### config.mk
export PLATFORM = sky130hd
export DESIGN_NAME = quadrature_rotation_oscillator
export DESIGN_NICKNAME = d
export VERILOG_FILES = /design/src/hw/rtl/qro_pkg.sv /design/src/hw/rtl/qro_datapath.sv /design/src/hw/rtl/qro_ctrl.sv /design/src/hw/rtl/quadrature_rotation_oscillator.sv
export SDC_FILE = /design/constraint.sdc
export NUM_CORES = 2
export LEC_CHECK = 0
export BUFFER_PORTS_ARGS = -buffer_cell sky130_fd_sc_hd__buf_4
export CAP_MARGIN = 20
export CORE_AREA = 4 4 376 378
export CTS_CLUSTER_DIAMETER = 40
export DETAILED_ROUTE_END_ITERATION = 16
export DIE_AREA = 0 0 380 382
export PLACE_DENSITY = 0.67
export SYNTH_ARGS = -nofsm -noshare
export SYNTH_HDL_FRONTEND = slang
export SYNTH_SLANG_ARGS = --single-unit
### constraint.sdc
create_clock -name clock -period 14 [get_ports clock]
set_clock_uncertainty 0.1 [all_clocks]
set_input_delay 2.1 -clock clock [delete_from_list [all_inputs] [get_ports clock]]
set_output_delay 2.1 -clock clock [all_outputs]
set_load 0.05 [all_outputs]
### src/hw/rtl/qro_pkg.sv
// ----------------------------------------------------------------------------
// qro_pkg
// Shared widths, constants, command codes and an arithmetic helper for the
// quadrature rotation oscillator.
// ----------------------------------------------------------------------------
`default_nettype none

package qro_pkg;

   // Block length and sample counter
   localparam int SAMPLES_PER_BLOCK = 16;
   localparam int CNT_W = (SAMPLES_PER_BLOCK > 1) ? $clog2(SAMPLES_PER_BLOCK) : 1;
   localparam logic [CNT_W-1:0] LAST_CNT = CNT_W'(SAMPLES_PER_BLOCK - 1);

   // Q2.16 sample, 19-bit multiplier operand (covers the scale factor),
   // product and sum widths
   localparam int VAL_W  = 18;
   localparam int OPD_W  = 19;
   localparam int PROD_W = 2 * OPD_W;
   localparam int SUM_W  = PROD_W + 1;

   localparam logic signed [VAL_W-1:0] ONE_Q16 = 18'sd65536;
   localparam logic signed [VAL_W-1:0] VAL_MAX = 18'sd131071;
   localparam logic signed [VAL_W-1:0] VAL_MIN = -18'sd131072;

   // 3.0 in Q.32, i.e. 1.5 in Q.33; half an LSB of Q.16 at the shifts used
   localparam logic signed [SUM_W-1:0] THREE_Q32 = 39'sd12884901888;
   localparam logic signed [SUM_W-1:0] HALF_Q16  = 39'sd32768;
   localparam logic signed [SUM_W-1:0] HALF_Q17  = 39'sd65536;

   // Register map (word index)
   localparam logic REG_COS = 1'b0;
   localparam logic REG_SIN = 1'b1;

   // Datapath commands
   typedef logic [2:0] op_type;
   localparam op_type OP_HOLD  = 3'd0;
   localparam op_type OP_LOAD  = 3'd1;
   localparam op_type OP_ROT   = 3'd2;
   localparam op_type OP_POWER = 3'd3;
   localparam op_type OP_SCALE = 3'd4;
   localparam op_type OP_NORM  = 3'd5;

   typedef struct packed {
      op_type op;
   } qro_cmd_type;

   // Round half up from Q.32 to Q.16, then saturate to 18 bits
   function automatic logic signed [VAL_W-1:0] sat_rnd16(input logic signed [SUM_W-1:0] v);
      logic signed [SUM_W-1:0] t;
      t = (v + HALF_Q16) >>> 16;
      if (!t[SUM_W-1] && (|t[SUM_W-2:VAL_W-1])) begin
         return VAL_MAX;
      end else if (t[SUM_W-1] && !(&t[SUM_W-2:VAL_W-1])) begin
         return VAL_MIN;
      end else begin
         return t[VAL_W-1:0];
      end
   endfunction

endpackage

`default_nettype wire

### src/hw/rtl/qro_datapath.sv
// ----------------------------------------------------------------------------
// qro_datapath
// Sample and phasor registers, power and scale registers, and one shared set
// of four multipliers used for rotation, power and renormalisation.
// ----------------------------------------------------------------------------
`default_nettype none

module qro_datapath (
   input  wire logic                              clock,
   input  wire logic                              reset,
   input  wire qro_pkg::qro_cmd_type              cmd,
   input  wire logic signed [qro_pkg::VAL_W-1:0]  cos_coeff,
   input  wire logic signed [qro_pkg::VAL_W-1:0]  sin_coeff,
   output logic signed [qro_pkg::VAL_W-1:0]       sample_real,
   output logic signed [qro_pkg::VAL_W-1:0]       sample_imag
);
   import qro_pkg::*;

   // Current sample; holds the phasor between blocks
   logic signed [VAL_W-1:0] re_ff, re_in, im_ff, im_in;
   logic signed [SUM_W-1:0] pwr_ff, pwr_in;
   logic signed [OPD_W-1:0] scale_ff, scale_in;

   logic signed [OPD_W-1:0]  a0, b0, a1, b1, a2, b2, a3, b3;
   logic signed [PROD_W-1:0] p0, p1, p2, p3;
   logic signed [SUM_W-1:0]  sum_re, sum_im, sum_pwr, scale_full;
   logic signed [OPD_W-1:0]  re_x, im_x, cos_x, sin_x;

   assign re_x  = OPD_W'(re_ff);
   assign im_x  = OPD_W'(im_ff);
   assign cos_x = OPD_W'(cos_coeff);
   assign sin_x = OPD_W'(sin_coeff);

   // Operand selection for the shared multipliers
   always_comb begin
      a0 = cos_x; b0 = re_x;
      a1 = sin_x; b1 = im_x;
      a2 = sin_x; b2 = re_x;
      a3 = cos_x; b3 = im_x;
      unique case (cmd.op)
         OP_POWER: begin
            a0 = re_x; b0 = re_x;
            a1 = im_x; b1 = im_x;
         end
         OP_NORM: begin
            a0 = scale_ff; b0 = re_x;
            a2 = scale_ff; b2 = im_x;
         end
         default: begin
         end
      endcase
   end

   assign p0 = a0 * b0;
   assign p1 = a1 * b1;
   assign p2 = a2 * b2;
   assign p3 = a3 * b3;

   // Rotation sums, or the plain scaled products when normalising
   always_comb begin
      if (cmd.op == OP_NORM) begin
         sum_re = SUM_W'(p0);
         sum_im = SUM_W'(p2);
      end else begin
         sum_re = SUM_W'(p0) - SUM_W'(p1);
         sum_im = SUM_W'(p2) + SUM_W'(p3);
      end
   end

   assign sum_pwr    = SUM_W'(p0) + SUM_W'(p1);
   assign scale_full = (THREE_Q32 - pwr_ff + HALF_Q17) >>> 17;

   // Register updates
   always_comb begin
      re_in    = re_ff;
      im_in    = im_ff;
      pwr_in   = pwr_ff;
      scale_in = scale_ff;
      unique case (cmd.op)
         OP_HOLD: begin
         end
         OP_LOAD: begin
            re_in = ONE_Q16;
            im_in = '0;
         end
         OP_ROT, OP_NORM: begin
            re_in = sat_rnd16(sum_re);
            im_in = sat_rnd16(sum_im);
         end
         OP_POWER: begin
            pwr_in = sum_pwr;
         end
         OP_SCALE: begin
            scale_in = scale_full[OPD_W-1:0];
         end
         default: begin
         end
      endcase
   end

   always_ff @(posedge clock) begin
      if (reset) begin
         re_ff <= ONE_Q16;
         im_ff <= '0;
      end else begin
         re_ff <= re_in;
         im_ff <= im_in;
      end
   end

   always_ff @(posedge clock) begin
      pwr_ff   <= pwr_in;
      scale_ff <= scale_in;
   end

   assign sample_real = re_ff;
   assign sample_imag = im_ff;

endmodule

`default_nettype wire

### src/hw/rtl/qro_ctrl.sv
// ----------------------------------------------------------------------------
// qro_ctrl
// Sequencer: takes a request, steps the datapath through rotate, power,
// scale and normalise, then hands out the block one beat at a time.
// ----------------------------------------------------------------------------
`default_nettype none

module qro_ctrl (
   input  wire logic           clock,
   input  wire logic           reset,
   input  wire logic           req_valid,
   output logic                req_stall,
   input  wire logic           req_restart,
   output logic                rsp_valid,
   input  wire logic           rsp_stall,
   output logic                rsp_block_last,
   output qro_pkg::qro_cmd_type cmd
);
   import qro_pkg::*;

   localparam logic [2:0] S_IDLE  = 3'd0;
   localparam logic [2:0] S_ROT   = 3'd1;
   localparam logic [2:0] S_POWER = 3'd2;
   localparam logic [2:0] S_SCALE = 3'd3;
   localparam logic [2:0] S_NORM  = 3'd4;
   localparam logic [2:0] S_EMIT  = 3'd5;

   logic [2:0]       state_ff, state_in;
   logic [CNT_W-1:0] cnt_ff, cnt_in;
   logic             req_take, rsp_take, is_last;

   assign req_stall = (state_ff != S_IDLE);
   assign rsp_valid = (state_ff == S_EMIT);
   assign req_take  = req_valid && !req_stall;
   assign rsp_take  = rsp_valid && !rsp_stall;
   assign is_last   = (cnt_ff == LAST_CNT);
   assign rsp_block_last = is_last;

   // Next state, counter and datapath command
   always_comb begin
      state_in = state_ff;
      cnt_in   = cnt_ff;
      cmd.op   = OP_HOLD;
      unique case (state_ff)
         S_IDLE: begin
            if (req_take) begin
               state_in = S_ROT;
               if (req_restart) cmd.op = OP_LOAD;
            end
         end
         S_ROT: begin
            cmd.op   = OP_ROT;
            state_in = S_POWER;
         end
         S_POWER: begin
            cmd.op   = OP_POWER;
            state_in = S_SCALE;
         end
         S_SCALE: begin
            cmd.op   = OP_SCALE;
            state_in = S_NORM;
         end
         S_NORM: begin
            cmd.op   = OP_NORM;
            cnt_in   = '0;
            state_in = S_EMIT;
         end
         S_EMIT: begin
            if (rsp_take) begin
               if (is_last) begin
                  state_in = S_IDLE;
               end else begin
                  cmd.op = OP_ROT;
                  cnt_in = cnt_ff + 1'b1;
               end
            end
         end
         default: begin
            state_in = S_IDLE;
         end
      endcase
   end

   always_ff @(posedge clock) begin
      if (reset) begin
         state_ff <= S_IDLE;
         cnt_ff   <= '0;
      end else begin
         state_ff <= state_in;
         cnt_ff   <= cnt_in;
      end
   end

endmodule

`default_nettype wire

### src/hw/rtl/quadrature_rotation_oscillator.sv
// ----------------------------------------------------------------------------
// quadrature_rotation_oscillator
// Quadrature oscillator by complex rotation with a first-order magnitude
// correction on the first sample of each block.
// ----------------------------------------------------------------------------
// Each request beat yields SAMPLES_PER_BLOCK result beats (sample_real,
// sample_imag, Q2.16, saturated), the last flagged by block_last. A request
// with restart set reloads the phasor to (1.0, 0) first. A block runs rotate,
// power, scale and renormalise in turn through the one shared multiplier set,
// then hands out one sample per cycle while rsp_stall is low, each rotated
// from the one before it. One block is in flight at a time; requests stall
// until the last beat of the previous block is taken. cos_coeff (offset 0x0,
// reset 1.0) and sin_coeff (offset 0x4, reset 0) are to be written from
// software while idle; the block itself does not enforce this.
// ----------------------------------------------------------------------------
`default_nettype none

module quadrature_rotation_oscillator (
   input  wire logic                              clock,
   input  wire logic                              reset,
   input  wire logic                              req_valid,
   output logic                                   req_stall,
   input  wire logic                              req_restart,
   output logic                                   rsp_valid,
   input  wire logic                              rsp_stall,
   output logic signed [qro_pkg::VAL_W-1:0]       rsp_sample_real,
   output logic signed [qro_pkg::VAL_W-1:0]       rsp_sample_imag,
   output logic                                   rsp_block_last,
   input  wire logic                              csr_psel,
   input  wire logic                              csr_penable,
   input  wire logic                              csr_pwrite,
   input  wire logic [2:0]                        csr_paddr,
   input  wire logic [31:0]                       csr_pwdata,
   output logic [31:0]                            csr_prdata,
   output logic                                   csr_pready
);
   import qro_pkg::*;

   logic signed [VAL_W-1:0] cos_ff, cos_in, sin_ff, sin_in;
   logic                    csr_wr;
   qro_cmd_type             cmd;

   // Register port: word index from paddr[2]
   assign csr_pready = 1'b1;
   assign csr_wr     = csr_psel && csr_penable && csr_pwrite && csr_pready;

   always_comb begin
      cos_in = cos_ff;
      sin_in = sin_ff;
      if (csr_wr) begin
         unique case (csr_paddr[2])
            REG_COS: cos_in = csr_pwdata[VAL_W-1:0];
            REG_SIN: sin_in = csr_pwdata[VAL_W-1:0];
            default: begin
            end
         endcase
      end
   end

   always_ff @(posedge clock) begin
      if (reset) begin
         cos_ff <= ONE_Q16;
         sin_ff <= '0;
      end else begin
         cos_ff <= cos_in;
         sin_ff <= sin_in;
      end
   end

   // Read-back, sign-extended
   always_comb begin
      unique case (csr_paddr[2])
         REG_COS: csr_prdata = 32'(cos_ff);
         REG_SIN: csr_prdata = 32'(sin_ff);
         default: csr_prdata = '0;
      endcase
   end

   qro_ctrl u_ctrl (
      .clock          (clock),
      .reset          (reset),
      .req_valid      (req_valid),
      .req_stall      (req_stall),
      .req_restart    (req_restart),
      .rsp_valid      (rsp_valid),
      .rsp_stall      (rsp_stall),
      .rsp_block_last (rsp_block_last),
      .cmd            (cmd)
   );

   qro_datapath u_datapath (
      .clock       (clock),
      .reset       (reset),
      .cmd         (cmd),
      .cos_coeff   (cos_ff),
      .sin_coeff   (sin_ff),
      .sample_real (rsp_sample_real),
      .sample_imag (rsp_sample_imag)
   );

   // Checks
   a_no_req_while_emitting: assert property (
      @(posedge clock) disable iff (reset) rsp_valid |-> req_stall)
      else $error("request taken while a block is being emitted");

   a_req_no_immediate_rsp: assert property (
      @(posedge clock) disable iff (reset) (req_valid && !req_stall) |=> !rsp_valid)
      else $error("result beat in the cycle after a request");

   a_last_ends_block: assert property (
      @(posedge clock) disable iff (reset)
      (rsp_valid && !rsp_stall && rsp_block_last) |=> (!rsp_valid && !req_stall))
      else $error("block did not end after its last beat");

   a_sample_held_on_stall: assert property (
      @(posedge clock) disable iff (reset)
      (rsp_valid && rsp_stall) |=> ($stable(rsp_sample_real) && $stable(rsp_sample_imag)))
      else $error("sample changed while stalled");

endmodule

`default_nettype wire
* Word-level counts from Yosys, hierarchy flattened
Index checks and enable logic that the tools add are counted.
Word-level totals: flip-flop bits (word level) 134, bits of input ports 43, logic and storage cells 88
Cells by class: $add $sub $neg 8, $mul 4, equality and inequality tests 15, muxes and demuxes 25, bitwise gates (word level) 1, reductions and logical operators 27
Operator list (number):
- $add 39x17->39 const B | 2
- $mux 39 | 2
- $mul 19x18->37 | 2
- $mux 18 | 4
- $pmux 18 s2 | 2
- $pmux 32 s2 | 1
- $mux 19 | 3
- $add 38x36->39 | 1
- $mul 19x19->38 | 1
- $pmux 19 s2 | 1
- $sub 37x37->38 | 1
- $add 36x18->36 const B | 1
- $add 36x36->36 | 1
- $mul 18x18->36 | 1
- $pmux 3 s6 | 2
- $sub 35x36->36 const A | 1
- $mux 3 | 5
- $eq 3x2->1 const B | 4
- $eq 3x3->1 const B | 4
- $reduce_and 6->1 | 2
- $reduce_or 6->1 | 2
- $logic_and 1x1->1 | 8
- $mux 4 | 2
- $pmux 4 s2 | 1
- 15 further kinds | 26

* Logic depth before layout (Yosys ltp)
depth after elaboration 17, depth in mapped cells 59, depth with buffers taken out 49

* Modules after synthesis
Synthesis repeated with hierarchy kept, for this count alone.
Unflattened totals: cells, all modules 6957, area, all modules 62692.6 um^2
Modules (own cells, without submodules):
- qro_datapath | times used 1, cells an instance 6725, area each 60381.7 um^2, sequential area each 2372.3 um^2
- quadrature_rotation_oscillator | times used 1, cells an instance 177, area each 1853.0 um^2, sequential area each 720.7 um^2
- qro_ctrl | times used 1, cells an instance 55, area each 457.9 um^2, sequential area each 140.1 um^2

* Worst setup path after synthesis
OpenSTA, ideal clock, no wires.
path kind flip-flop to flip-flop, from reg u_ctrl.state_ff[0], to reg u_datapath.im_ff[7], in the netlist u_datapath.sample_imag[7], library setup time 0.122 ns, arrival 14.484 ns, data required time 13.778 ns, setup slack -0.705 ns, stages on the path, launching flop included 55, period minus slack after synthesis 14.705 ns, cell sequence dfxtp_1 > buf_2 > or3b_1 > buf_4 > clkbuf_1 > clkbuf_1 > clkbuf_1 > buf_1 > buf_1 > clkbuf_1 > clkbuf_1 > a21oi_1 > nor2_1 > fa_1 > fa_1 > inv_1 > fa_1 > inv_1 > [19 not listed] > ha_1 > ha_1 > clkbuf_1 > a21oi_1 > or3b_1 > o211ai_1 > a21oi_1 > o31ai_1 > a21oi_1 > mux2i_1 > a2111o_1 > a211oi_2 > nand4_1 > o31a_1 > o21ai_2 > o21ai_2 > buf_4 > a221o_1
On the way: longest elaborated chain between the ends 17
RTL lines:
- from (decl) | RTL line qro_ctrl.sv:28 | logic [2:0] state_ff, state_in;
- from (signal assigned) | RTL line qro_ctrl.sv:89 | state_ff <= state_in;
- $reduce_bool 3->1 | RTL line qro_ctrl.sv:32 | assign req_stall = (state_ff != S_IDLE);
- $logic_not 1->1 | RTL line qro_ctrl.sv:34 | assign req_take = req_valid && !req_stall;
- $logic_and 1x1->1 | RTL line qro_ctrl.sv:34
- $mux 3 | RTL line qro_ctrl.sv:46 | if (req_take) begin
- $pmux 3 s6 (*) | RTL line qro_ctrl.sv:44 | unique case (state_ff)
- $eq 3x3->1 | RTL line qro_datapath.sv:40, qro_datapath.sv:61, qro_datapath.sv:79
- $mux 19 | RTL line qro_datapath.sv:40 | unique case (cmd.op)
- $mul 19x19->38 | RTL line qro_datapath.sv:56 | assign p2 = a2 * b2;
- $add 38x36->39 | RTL line qro_datapath.sv:66 | sum_im = SUM_W'(p2) + SUM_W'(p3);
- $mux 39 | RTL line qro_datapath.sv:61 | if (cmd.op == OP_NORM) begin
- $add 39x17->39 | RTL line qro_pkg.sv:51 | t = (v + HALF_Q16) >>> 16;
- $reduce_and 6->1 | RTL line qro_pkg.sv:54 | end else if (t[SUM_W-1] && !(&t[SUM_W-2:VAL_W-1])) begin
- $logic_not 1->1 | RTL line qro_pkg.sv:54
- $logic_and 1x1->1 | RTL line qro_pkg.sv:54
- $mux 18 | RTL line qro_pkg.sv:54
- $mux 18 | RTL line qro_pkg.sv:52 | if (!t[SUM_W-1] && (|t[SUM_W-2:VAL_W-1])) begin
- $pmux 18 s2 | RTL line qro_datapath.sv:79 | unique case (cmd.op)
- to (signal assigned) | RTL line qro_datapath.sv:107 | im_ff <= im_in;
- to (decl) | RTL line qro_datapath.sv:20 | logic signed [VAL_W-1:0] re_ff, re_in, im_ff, im_in;
Every way passes the cells marked *; elsewhere a longest branch is shown, timed or not. A chain may end at the register's enable or synchronous reset.

* Worst setup path after layout
from reg u_ctrl.state_ff[0], to reg u_datapath.im_ff[3], in the netlist u_datapath.sample_imag[3]
The elaborated chain is that of the path after synthesis.

==> impl_metrics.toml <==
[run_status]
outcome = "finished clean"

[global_routing]
grt_usage_pct = 25.56
grt_antenna_before_repair = 9
grt_pass1_vias = 51530
grt_start_max_net_pins = 50
grt_overflow = 0
grt_pass1_wl_microns = 289800

[synth]
synth_top_family_by_area = "adder cells"
async_reset_ff_share_pct = 0
synth_area_sq_um = 61700
ys_ff_latch = 134
yosysTopAreaCellShare_pct = 46.33
synth_fa_ha_area_share_pct = 56.27
syn_nets = 8788
avgSynthCellArea_sq_um = 9.038
synth_warnings = 0
yosys.area_share.simple_pct = 15.18
synthTopCellsByArea = "fa_1 46%, ha_1 9.9%, inv_1 8.8%"
yosys.area.top_type = "fa_1"
synth_seq_area_share_pct = 5.240
synth_compound_area_share_pct = 7.651
syn_inst = 6827
dominantRegCellSynth = "dfxtp_1"
yosys-mux-area-fraction_pct = 1.353
yosys.cell_types.count = 110
synth_edf_count = 55
yosys.area_share.xor_xnor_pct = 3.395

[cells_and_area]
final-seq-area_sq_um = 3252
mostFrequentLayoutCells = "1444 x inv_1, 1426 x fa_1, 1002 x nand2_1"
nFillCells = 12940
final_common_cell = "inv_1"
multiInputGateArea_sq_um = 52040
instances_no_fill = 8719
syn2layout_area_growth_pct = 7.716
layout-drive-gt1-share_pct = 8.628
nets = 8856

[power_and_ir_drop]
irDropWorstVdd_mv = 0.2472
p_leak_uw = 0.03111
p_per_area_nw_per_um2 = 121.0
power_uw = 8041

[detailed_routing]
drc = 0
routed_wl_microns = 181900
vias = 47530
avgViaCountPerCell = 5.452
dr.pass1.iters = 6
post_drt_wl_per_cell_microns = 20.86
route.antenna.remaining_nets = 0
drtIter0Drc = 3284

[hold_path]
hold_end = "cos_ff[17]$_SDFFE_PP0P_"
min-delay-start = "cos_ff[17]$_SDFFE_PP0P_"
hold_class = "reg2reg"
whs_path_depth = 2

[clocking]
cts_tree = "yes"
numCtsBuffers = 17
cts-htree-levels = 4
clock_path_buffers = 2
insertion_delay_ps = 490
cts.clk_slew.worst_paths_ps = 70
cts_root_buf = "clkbuf_16"
cts_sinks = 134
cts_hold_buf = 0

[critical_path]
cpMaxStageDelayCell = "fa_2"
critPathLaunchType = "register"
crit_arrival_ps = 13850
r2r_slack_ps = 400
cp_common_cell = "fa_1"
critPathMaxStageDelay_ps = 590
timing.rr.start = "u_ctrl.state_ff[0]$_SDFFE_PP0P_"
cp-end-kind = "register"
rr_endpoint = "u_datapath.sample_imag[3]$_SDFFE_PP0P_"
reg2reg_depth = 52
cp-startpoint = "u_ctrl.state_ff[0]$_SDFFE_PP0P_"
path_class = "reg2reg"
cp_max_fo = 17
cp.required_ps = 14250

[job]
maxCapViolations = 0

[place]
dp_slack_ps = -52.75
port-buffer-count = 97
gp_congestion = 0.9894
hpwl_microns = 150600
dp.cells = 8655

[die]
die_area_sq_um = 145200
die_h_microns = 382
row_count = 136
core_sq_um = 137500
start_util_pct = 44.88
die_w_microns = 380
pin_count = 115

[sta]
setup_slack_ps = 397.5
min_period_ps = 13600
final_hold_viol_count = 0
tns_ps = 0
whs_ps = 362.0
worst_pin_slew_ps = 1064
fmax_ghz = 0.07352
relSlewSlack_pct = 28.15
drv_slew = 0
min_period_over_period_pct = 97.16
setup_viol = 0
per-stage QoR:
stage | utilization (%) | instance area, sq um
detailed placement | 47.60 | 65440
CTS | 48.04 | 66050
global route | 48.33 | 66450
global placement | 47.58 | 65420
finish | 48.34 | 66460
floorplan | - | 61790
where the power goes:
part / total (uW) / internal, uW / switching, uW
registers: 599 / 525 / 73.8
logic: 6950 / 2690 / 4260
clock network: 494 / 282 / 212
cell usage after synthesis (53+ instances only):
cell type and instances:
dfxtp_1 79, clkbuf_1 284, nand2b_1 59, ha_1 490
a221o_1 53, inv_1 1444, and2_1 317, nor2b_1 53
xnor2_1 169, o21ai_0 83, a21oi_1 187, xor2_1 67
edfxtp_1 55, fa_1 1428, a21o_1 73, nor2_1 327
nand2_1 1003
worst max-delay path, delay by kind of cell (launching register included):
kind,cells,cell delay (ps)
simple gates,10,1760
xor+xnor,1,130
mux,1,290
flops,1,390
fa+ha+maj,14,6530
compound gates,11,2280
buf+inv,15,1950
area by class of cell:
class / instances / area share [%]
Inverter: 1444 / 8.155
Sequential cell: 134 / 4.893
Clock buffer: 19 / 0.6514
Multi-Input combinational cell: 4929 / 78.30
Timing Repair Buffer: 369 / 4.309
Clock inverter: 13 / 0.2523
Tap cell: 1794 / 3.377
Antenna cell: 17 / 0.06401
cells by family (layout without fill, tap and decap cells):
logic type | Yosys count | after routing
buffers and inverters | 1765 | 1845
other | 1 | 18
AO/OA/AOI/OAI | 669 | 669
adder cells (fa/ha/maj) | 1918 | 1918
flip-flops | 134 | 134
XOR/XNOR | 237 | 237
multiplexers | 78 | 78
AND/OR/NAND/NOR | 2025 | 2026
worst max path at each step:
| stage | endpoint | slack [ps] |
|---|---|---|
| floorplan | u_datapath.sample_imag[7]$_SDFFE_PP0P_ | 50 |
| global placement | u_datapath.sample_imag[4]$_SDFFE_PP0P_ | -20 |
| detailed placement | u_datapath.sample_imag[3]$_SDFFE_PP0P_ | -50 |
| CTS | u_datapath.sample_imag[3]$_SDFFE_PP0P_ | 40 |
| global route | u_datapath.sample_imag[3]$_SDFFE_PP0P_ | -4 |
| finish | u_datapath.sample_imag[3]$_SDFFE_PP0P_ | 400 |
layer usage:
layer | GRT usage [%] | part of all wire [%] | vias to the layer above | routed length, microns
li1 | - | - | 20890 | -
met4 | 9.125 | 4.0 | 2 | 7293
met1 | 32.88 | 39 | 24420 | 71770
met5 | 1.620 | 0.18 | - | 332
met2 | 41.68 | 46 | 1836 | 84390
met3 | 6.680 | 10 | 385 | 18100
timing repair:
| item | in CTS | in global routing |
|---|---|---|
| endpoints found under the hold margin | 0 | 0 |
| endpoints found under the setup margin | 17 | 18 |
| gates cloned | 0 | 1 |
| pin swaps | 0 | 6 |
| resized for setup | 2 | 40 |
| setup buffers | 0 | 12 |
flip-flops by register name, summed over array words and instances (netlist names):
register / count
u_ctrl.cnt_ff: 4
u_datapath.scale_ff: 19
u_ctrl.state_ff: 3
cos_ff: 18
u_datapath.sample_real: 18
sin_ff: 18
u_datapath.sample_imag: 18
u_datapath.pwr_ff: 36
(Power assumes the default switching activity.)
